File: config.mk
export PLATFORM = sky130hd
export DESIGN_NAME = psfd_front
export DESIGN_NICKNAME = d
export VERILOG_FILES = /design/src/rtl/core/path_search_forward_decider_core_assert.svh /design/src/rtl/core/psfd_pkg.sv /design/src/rtl/core/psfd_front.sv
export SDC_FILE = /design/constraint.sdc
export NUM_CORES = 1
export LEC_CHECK = 0
export BUFFER_PORTS_ARGS = -buffer_cell sky130_fd_sc_hd__buf_2
export CORE_MARGIN = 8
export CORE_UTILIZATION = 52
export CTS_CLUSTER_SIZE = 16
export DETAILED_ROUTE_END_ITERATION = 7
export GPL_TIMING_DRIVEN = 0
export PLACE_DENSITY = 0.93
export SETUP_SLACK_MARGIN = 0.4
export SYNTH_ARGS = -nofsm -noshare
export SYNTH_HDL_FRONTEND = slang
export SYNTH_SLANG_ARGS = --single-unit
File: constraint.sdc
create_clock -name clk -period 7.77 [get_ports clk]
set_input_delay 1.554 -clock clk [delete_from_list [all_inputs] [get_ports clk]]
set_output_delay 1.554 -clock clk [all_outputs]
set_load 0.1 [all_outputs]
File: src/rtl/core/path_search_forward_decider_core_assert.svh
// Assertion macros for the path search forward decider.
`ifndef PATH_SEARCH_FORWARD_DECIDER_CORE_ASSERT_SVH
`define PATH_SEARCH_FORWARD_DECIDER_CORE_ASSERT_SVH

// Property that must hold at every rising clock edge outside reset.
`define PSFD_ASSERT(label, prop, msg) \
    label: assert property (@(posedge clk) disable iff (!rst_n) (prop)) \
        else $error(msg);

// Implication whose consequent is checked in the cycle after the antecedent.
`define PSFD_ASSERT_NEXT(label, ante, cons, msg) \
    label: assert property (@(posedge clk) disable iff (!rst_n) (ante) |=> (cons)) \
        else $error(msg);

`endif

File: src/rtl/core/psfd_pkg.sv
//------------------------------------------------------------------------------
// psfd_pkg
// Types and constants shared by the path search forward decider.
//------------------------------------------------------------------------------
package psfd_pkg;

    localparam int MAX_HOPS       = 8;
    localparam int SOURCE_ENTRIES = 256;
    localparam int IDX_W          = $clog2(SOURCE_ENTRIES);

    localparam logic [2:0] ACT_LOW_SINR = 3'd0;
    localparam logic [2:0] ACT_DISCARD  = 3'd1;
    localparam logic [2:0] ACT_NOT_SINK = 3'd2;
    localparam logic [2:0] ACT_LOOP     = 3'd3;
    localparam logic [2:0] ACT_FULL     = 3'd4;
    localparam logic [2:0] ACT_FORWARD  = 3'd5;
    localparam logic [2:0] ACT_CONSUMED = 3'd6;

    localparam logic [2:0] CFG_OWN_ADDRESS  = 3'd0;
    localparam logic [2:0] CFG_SINK_ENABLED = 3'd1;
    localparam logic [2:0] CFG_METRIC_MODE  = 3'd2;
    localparam logic [2:0] CFG_MIN_SINR     = 3'd3;
    localparam logic [2:0] CFG_TIMEOUT      = 3'd4;
    localparam logic [2:0] CFG_SNR_FLOOR    = 3'd5;

    localparam logic [15:0] Q_MAX = 16'h7FFF;

    typedef struct packed {
        logic signed [15:0] sinr;
        logic               packet_type;
        logic [7:0]         source_address;
        logic [7:0]         dest_address;
        logic [3:0]         hop_count;
        logic [63:0]        hop_list;
        logic signed [15:0] path_quality;
        logic [31:0]        now;
    } in_item_t;

    typedef struct packed {
        logic [2:0]         action;
        logic               send_answer;
        logic signed [15:0] answer_quality;
        logic [3:0]         out_hop_count;
        logic [63:0]        out_hop_list;
        logic signed [15:0] out_quality;
    } out_item_t;

    typedef struct packed {
        logic [7:0]         own_address;
        logic               sink_enabled;
        logic               metric_mode;
        logic signed [15:0] min_request_sinr;
        logic [31:0]        answer_timeout;
        logic signed [15:0] snr_floor;
    } cfg_t;

    // Classified job handed from the front to the back.
    typedef struct packed {
        logic [2:0]         action;
        logic               visit;
        logic [IDX_W-1:0]   idx;
        logic signed [15:0] newq;
        logic [31:0]        now;
        logic [3:0]         hop_count;
        logic [63:0]        hop_list;
        logic signed [15:0] quality;
    } job_t;

endpackage

File: src/rtl/core/psfd_front.sv
//------------------------------------------------------------------------------
// psfd_front
// Classifies one header and builds the forwarded header.
//------------------------------------------------------------------------------
module psfd_front import psfd_pkg::*; (
    input  logic     clk,
    input  logic     rst_n,
    input  cfg_t     cfg,
    input  logic     in_valid,
    input  in_item_t in_item,
    output logic     in_ready,
    output logic     job_valid,
    output job_t     job,
    input  logic     job_ready
);

    logic               job_valid_reg;
    job_t               job_reg;
    job_t               job_next;
    logic signed [15:0] upd_q;
    logic               loop_hit;
    logic               is_bcast;
    logic               sink_here;

    always_comb
    begin
        loop_hit = 1'b0;
        for (int i = 0; i < MAX_HOPS; i++)
        begin
            if (i < int'(in_item.hop_count) && in_item.hop_list[8*i +: 8] == cfg.own_address)
                loop_hit = 1'b1;
        end
    end

    always_comb
    begin
        if (cfg.metric_mode)
            upd_q = (in_item.sinr < in_item.path_quality) ? in_item.sinr : in_item.path_quality;
        else if (in_item.path_quality < $signed(Q_MAX))
            upd_q = in_item.path_quality + 16'sd1;
        else
            upd_q = $signed(Q_MAX);
    end

    assign is_bcast  = (in_item.dest_address == 8'hFF);
    assign sink_here = in_item.dest_address == cfg.own_address && !is_bcast;

    always_comb
    begin
        job_next.visit     = 1'b0;
        job_next.idx       = in_item.source_address[IDX_W-1:0];
        job_next.newq      = cfg.metric_mode ? upd_q
                                             : $signed({12'd0, in_item.hop_count});
        job_next.now       = in_item.now;
        job_next.hop_count = in_item.hop_count;
        job_next.hop_list  = in_item.hop_list;
        job_next.quality   = in_item.path_quality;
        if (in_item.sinr < cfg.min_request_sinr)
            job_next.action = ACT_LOW_SINR;
        else if (in_item.packet_type || in_item.source_address == cfg.own_address
                 || in_item.dest_address == 8'd0)
            job_next.action = ACT_DISCARD;
        else if (sink_here)
        begin
            if (cfg.sink_enabled)
            begin
                job_next.action  = ACT_CONSUMED;
                job_next.visit   = 1'b1;
                job_next.quality = upd_q;
            end
            else
                job_next.action = ACT_NOT_SINK;
        end
        else
        begin
            if (is_bcast && cfg.sink_enabled)
            begin
                job_next.visit   = 1'b1;
                job_next.quality = upd_q;
            end
            if (loop_hit)
                job_next.action = ACT_LOOP;
            else if (in_item.hop_count >= 4'(MAX_HOPS))
                job_next.action = ACT_FULL;
            else
            begin
                job_next.action    = ACT_FORWARD;
                job_next.hop_list[{in_item.hop_count[2:0], 3'b000} +: 8] = cfg.own_address;
                job_next.hop_count = in_item.hop_count + 4'd1;
                job_next.quality   = upd_q;
            end
        end
    end

    assign in_ready  = !job_valid_reg || job_ready;
    assign job_valid = job_valid_reg;
    assign job       = job_reg;

    always_ff @(posedge clk or negedge rst_n)
    begin
        if (!rst_n)
            job_valid_reg <= 1'b0;
        else if (in_ready)
            job_valid_reg <= in_valid;
    end

    always_ff @(posedge clk)
    begin
        if (in_ready && in_valid)
            job_reg <= job_next;
    end

endmodule

==> flow_summary_export.csv, run 1 <==
group,metric,value,unit
synthesis,synth_top_area_cell,"edfxtp_1",
sta,max_freq,207,MHz
clocking,cts_tree,"done",
synthesis,syn_area_per_cell,12.2,um2
global_route,track_usage,0.261,
place,dpl_cell_area,10600,um2
setup_path,rr_worst_depth,4,
setup_path,crit_top_cell,"clkbuf_1",
synthesis,synthTopCellsByArea,"edfxtp_1, mux2_2, ha_1",
clocking,insertion_delay,0.42,ns
sta,final.period_utilization,0.621,
setup_path,r2r_slack,5.73,ns
place,dp_hpwl,22400,um
power,pwr_density_cell,229,nW/um2
global_route,grt_first_pass_wirelength,42800,um
global_route,antenna_found_initial,5,
floorplan,initial_core_util,0.528,
synthesis,yosysTopAreaCellShare,0.499,
setup_path,worstSetupStartpointType,"input pin",
power,p_sw,0.000905,W
route,drt_iter0_markers,733,
sta,fin_worst_skew,0.00562,ns
clocking,ctsLongestPathBuffers,2,
clocking,clk_pin_slew,0.07,ns
final_layout,drive_above_1_share,0.430,
final_layout,finalNetCount,1306,
min_path,hold_depth,2,
sta,maxSlewViolCount,0,
final_layout,layout_common_cells,"buf_2, edfxtp_1, mux2_2",
setup_path,crit_path_max_fanout,10,
route,wl,28700,um
power,intPower,0.00166,W
route,via_per_inst,5.71,
sta,final.setup.tns,0,ns
route,wl_per_cell,22.4,um
setup_path,path_class,"in -> reg",
sta,setup_viol,0,
sta,worstMarginPinSlew,1.31,ns
floorplan,coreArea,16400,um2
power,switching_share,0.352,
clocking,cts_htree_levels,4,
global_route,grt_max_degree,59,
place,gp_congestion,0.927,
clocking,post-cts-setup-buffers,0,
setup_path,critPathMaxStageDelay,0.66,ns
power,clockPowerShare,0.356,
clocking,cts-resized-gates,0,
clocking,cts-hold-fix-buffers,0,
min_path,min-delay-start,"job_valid",
final_layout,layout_commonest_cell,"buf_2",
final_layout,largest_reg_flops,144,
synthesis,synth_area,8660,um2
synthesis,yosys.cell_types.count,64,
setup_path,crit_slowest_cell,"a2111oi_0",
sta,min_period,4.82,ns
synthesis,synth_edf_count,144,
global_route,grt_pass1_vias,7461,
floorplan,num_io_pins,373,
setup_path,end_kind,"register",
place,io_buffer_count,313,
power,seq_power_share,0.364,
sta,holdWs,0.582,ns
setup_path,rr_endpoint,"job[31]",
synthesis,synth_flop_cell,"edfxtp_1",
synthesis,synthArstFlopShare,0.00690,
min_path,hold_path.class,"reg -> reg",
sta,rsz0062_at_grt,"false",
route,dr_total_vias,7312,
sta,slew_headroom,0.120,
run,maxCapViolCount,0,
power,ir_drop,0.161,mV
floorplan,dieHeight,145,um
power,leakagePower,4.76,nW
setup_path,worstPathArrival,5.02,ns
floorplan,die-area,21000,um2
setup_path,cp.required,7.97,ns
min_path,min_to,"job_valid",
synthesis,ys_warn_count,0,
route,drc_errors,0,
setup_path,worstPathCellList,"clkbuf_1, inv_1, ha_1, a2111oi_0, o311ai_1, a211oi_2, clkbuf_1, a21oi_1, a221oi_1, nor3_1, a211oi_1",
setup_path,regToRegStartpoint,"job_valid",
status,outcome,"completed",
clocking,cts_buffers,17,
synthesis,syn_inst,707,
sta,hold_viol,0,
synthesis,synth_nets,972,
final_layout,syn_to_final_growth,29.7,%
clocking,cts.sinks,145,
clocking,root_buffer,"clkbuf_16",
floorplan,die_width,145,um
power,combPwrFrac,0.280,
synthesis,ys_ff_latch,145,
floorplan,num_rows,47,
final_layout,design_area,11200,um2
synthesis,yosysSeqAreaShare,0.502,
global_route,grt-ovfl-total,0,
route,first_pass_iters,5,
route,ant_nets,0,
[Yosys cell counts (3+ instances only)]
library cell / n
mux2i_1: 11
mux2_4: 8
or4_1: 3
edfxtp_1: 144
and3_1: 11
nor2_1: 19
a211oi_1: 12
a21oi_1: 24
mux2_2: 58
buf_6: 10
nand2_1: 30
ha_1: 38
nand4_1: 17
inv_1: 37
a21o_1: 8
clkbuf_1: 17
nand2b_1: 10
xor2_1: 29
nor3_1: 31
nor3_2: 3
a31oi_1: 13
nand3_1: 18
xnor2_1: 53
nor4_1: 8
o21ai_0: 12
nor4b_4: 3
buf_4: 5
a221oi_1: 9
and2_1: 22
[stage by stage]
| step | total power, W | worst slack (ns) | utilization | std cells |
|---|---|---|---|---|
| finish | 0.00257 | 2.95 | 0.685 | 1280 |
| global route | 0.00264 | 2.71 | 0.684 | 1279 |
| CTS | 0.00257 | 3.05 | 0.684 | 1274 |
| detailed placement | 0.00166 | 2.62 | 0.644 | 1242 |
| global placement | 0.00165 | 0.970 | 0.640 | 1240 |
| floorplan | 0.00149 | 1.48 | - | 707 |
[cells by family (layout without fill, tap and decap cells)]
| kind of cell | after synthesis | in the layout | share of synthesized area |
|---|---|---|---|
| other | 0 | 6 | 0 |
| AO/OA/AOI/OAI | 100 | 100 | 0.0781 |
| buffers and inverters | 74 | 421 | 0.0470 |
| XOR/XNOR | 82 | 82 | 0.0830 |
| flip-flops | 145 | 145 | 0.502 |
| multiplexers | 77 | 77 | 0.102 |
| adder cells (fa/ha/maj) | 38 | 38 | 0.0549 |
| AND/OR/NAND/NOR | 191 | 191 | 0.133 |
[power groups by stage]
stage | Clock, W | Combinational (W) | Sequential, W
2_1_floorplan | 0 | 0.000203 | 0.00129
3_3_place_gp | 0 | 0.000695 | 0.000958
3_5_place_dp | 0 | 0.000711 | 0.000951
4_1_cts | 0.000923 | 0.000715 | 0.000935
5_1_grt | 0.000948 | 0.000749 | 0.000939
6_report | 0.000915 | 0.000719 | 0.000936
[routing by layer]
metal,share of wire,wire length [um],GRT usage,vias up
met5,0,0,0,-
met4,0.039,1120,0.138,0
met3,0.078,2230,0.0560,69
met2,0.49,14100,0.436,444
met1,0.39,11300,0.311,3472
li1,-,-,-,3327
[worst max-delay path: cells and delay by family]
kind | cells | cell delay [ns]
buf+inv | 3 | 0.80
simple gates | 1 | 0.10
fa+ha+maj | 1 | 0.22
compound gates | 6 | 2.35
[how the worst max path moves through the flow]
stage	startpoint	endpoint	slack [ns]	cells after the start
CTS	in_item[35]	job[9]	3.05	11
finish	in_item[35]	job[9]	2.95	11
detailed placement	in_item[35]	job[9]	2.62	11
floorplan	job_ready	job[0]	1.48	2
global placement	job_ready	job[37]	0.97	3
global route	in_item[35]	job[9]	2.71	11
[layout make-up]
cell class / instances / area (um2)
fill: 1219 / 5180
sequential: 145 / 4350
multi-input combinational: 488 / 3910
clock inverter: 15 / 229
buffer: 37 / 268
inverter: 37 / 139
antenna: 6 / 15.0
tap: 220 / 275
clock buffer: 17 / 425
timing repair buffer: 315 / 1620
Power figures use the tool's default switching activity.
==> run 2, diff against run 1 <==
- CORE_UTILIZATION: 52 -> 44
- PLACE_DENSITY: 0.93 -> 0.85
- clock period: 7.77 -> 4.3 ns (I/O delays scaled with it)
==> run 2 against run 1 <==
  * Die area grew 16%
  * Clock-buffer cell count stayed put
  * Critical endpoint is now job[5]
  * Register-to-register slack lost 3.2 ns
  * Worst hold slack worse by 0.39 ns
  * Sequential power grew 81%
  * Non-clock buffer count is 5 higher
  * Total power up 75%
  * Combinational power up 81%
  * Clock power increased by 65%
  * Critical path depth stayed put
  * Clock skew is 0.0050 ns higher
  * Routed wire length down 0.12%
==> flow_summary_export.csv, run 2 (same netlist as run 1, synthesis figures left out) <==
group,metric,value,unit
status,outcome,"completed",
global_route,grt_first_pass_wirelength,42600,um
sta,max_freq,262,MHz
power,leakagePower,4.78,nW
sta,slew_headroom,0.0679,
sta,rsz0062_at_grt,"true",
clocking,root_buffer,"clkbuf_16",
setup_path,regToRegStartpoint,"job_valid",
final_layout,ff_latch_area,4350,um2
floorplan,initial_core_util,0.446,
final_layout,layout_commonest_cell,"buf_2",
final_layout,diodes,0,
global_route,antenna_found_initial,0,
floorplan,num_io_pins,373,
floorplan,num_rows,51,
global_route,grt-ovfl-total,0,
setup_path,end_kind,"register",
sta,worstMarginPinSlew,1.39,ns
final_layout,syn_to_final_growth,30.4,%
sta,holdWs,0.194,ns
final_layout,finalNetCount,1311,
sta,fin_worst_skew,0.0106,ns
setup_path,rr_endpoint,"job[140]",
setup_path,worstPathArrival,3.99,ns
place,dp_hpwl,22700,um
route,first_pass_iters,5,
place,io_buffer_count,313,
setup_path,worstSetupStartpointType,"input pin",
route,drt_iter0_markers,625,
place,gp_congestion,0.927,
sta,final.setup.tns,0,ns
sta,hold_viol,0,
global_route,track_usage,0.229,
route,ant_nets,0,
route,wl,28700,um
power,pwr_density_cell,399,nW/um2
global_route,grt_pass1_vias,7499,
final_layout,largest_reg_flops,144,
floorplan,die-area,24400,um2
final_layout,layout_common_cells,"buf_2, edfxtp_1, mux2_2",
setup_path,rr_worst_depth,4,
setup_path,timing.critical_path.from,"in_item[35]",
clocking,ctsLongestPathBuffers,2,
final_layout,multi_input_area,3930,um2
clocking,clk_pin_slew,0.07,ns
setup_path,cp.required,4.47,ns
sta,min_period,3.82,ns
clocking,cts_buffers,17,
setup_path,r2r_slack,2.53,ns
final_layout,drive_above_1_share,0.435,
sta,maxSlewViolCount,0,
final_layout,num-fill-cells,1654,
floorplan,die_width,156,um
clocking,cts.sinks,145,
clocking,cts_tree,"done",
route,dr_total_vias,7171,
sta,setup_viol,0,
sta,final.period_utilization,0.888,
power,ir_drop,0.232,mV
floorplan,coreArea,19400,um2
route,wl_per_cell,21.7,um
power,p_total,0.00450,W
setup_path,path_class,"in -> reg",
setup_path,crit_path_max_fanout,10,
route,via_per_inst,5.42,
clocking,insertion_delay,0.42,ns
clocking,cts-hold-fix-buffers,0,
route,drc_errors,0,
floorplan,dieHeight,156,um
run,maxCapViolCount,0,
clocking,cts_htree_levels,4,
min_path,hold_path.class,"in -> async",
global_route,grt_max_degree,73,
==> run 2: changes by cell type in the layout (fill, tap and decap cells not counted), moves of 2 or more <==
cell | previous run | this run
buf_4 | 5 | 9
bufinv_16 | 5 | 2
clkbuf_1 | 17 | 15
clkbuf_2 | 0 | 2
clkinvlp_4 | 4 | 2
diode_2 | 6 | 0
inv_6 | 4 | 6
inv_8 | 0 | 3
==> run 2: report_power, final <==
group          switching, W  leakage [nW]  internal [W]
logic              0.000992          3.10      0.000309
registers         0.0000217          1.39       0.00166
clock network      0.000637         0.291      0.000875
total               0.00165          4.78       0.00285
==> run 2: per-layer routing <==
| metal | global-route usage | vias to the layer above | share of wire |
|---|---|---|---|
| met1 | 0.274 | 3419 | 0.39 |
| met4 | 0.0892 | 0 | 0.027 |
| li1 | - | 3338 | - |
| met5 | 0 | - | 0 |
| met3 | 0.0483 | 57 | 0.078 |
| met2 | 0.395 | 357 | 0.50 |
==> run 2: how the worst max path moves through the flow <==
stage	end	depth (start not counted)	slack, ns
after floorplan	job[48]	8	0.74
after global placement	job[9]	11	-0.46
after detailed placement	job[5]	12	-0.15
after CTS	job[5]	11	0.36
after global routing	job[7]	11	0.39
final	job[5]	11	0.48
==> run 2: critical path: stages <==
cell and delay [ns]:
clkbuf_1 0.32, inv_1 0.09, ha_1 0.23, a2111oi_1 0.52, o311ai_1 0.26, a211oi_2 0.40
clkbuf_2 0.27, a21oi_1 0.09, a221oi_1 0.43, nor3_1 0.10, a211oi_1 0.42
==> run 2: timing repair <==
| item | in CTS | in global routing |
|---|---|---|
| resized for setup | 2 | 4 |
| setup buffers | 0 | 5 |
| pin swaps | 0 | 5 |
| cloned | 0 | 0 |
| endpoints found under the setup margin | 9 | 49 |
==> run 2: layout make-up <==
| cell class | count | share of cell area |
|---|---|---|
| Buffer | 37 | 0.0239 |
| Clock buffer | 17 | 0.0377 |
| Clock inverter | 15 | 0.0152 |
| Inverter | 37 | 0.0123 |
| Multi-Input combinational cell | 488 | 0.348 |
| Sequential cell | 145 | 0.385 |
| Tap cell | 265 | 0.0294 |
| Timing Repair Buffer | 320 | 0.148 |
==> run 2: through the flow <==
stage                     cell area [um2]  worst slack, ns  utilization  cells
after floorplan                      8660            0.743            -    707
after global placement              10600           -0.460        0.544   1285
after detailed placement            10600           -0.145        0.547   1287
after CTS                           11200            0.357        0.578   1319
after global routing                11300            0.394        0.582   1324
final                               11300            0.480        0.582   1324
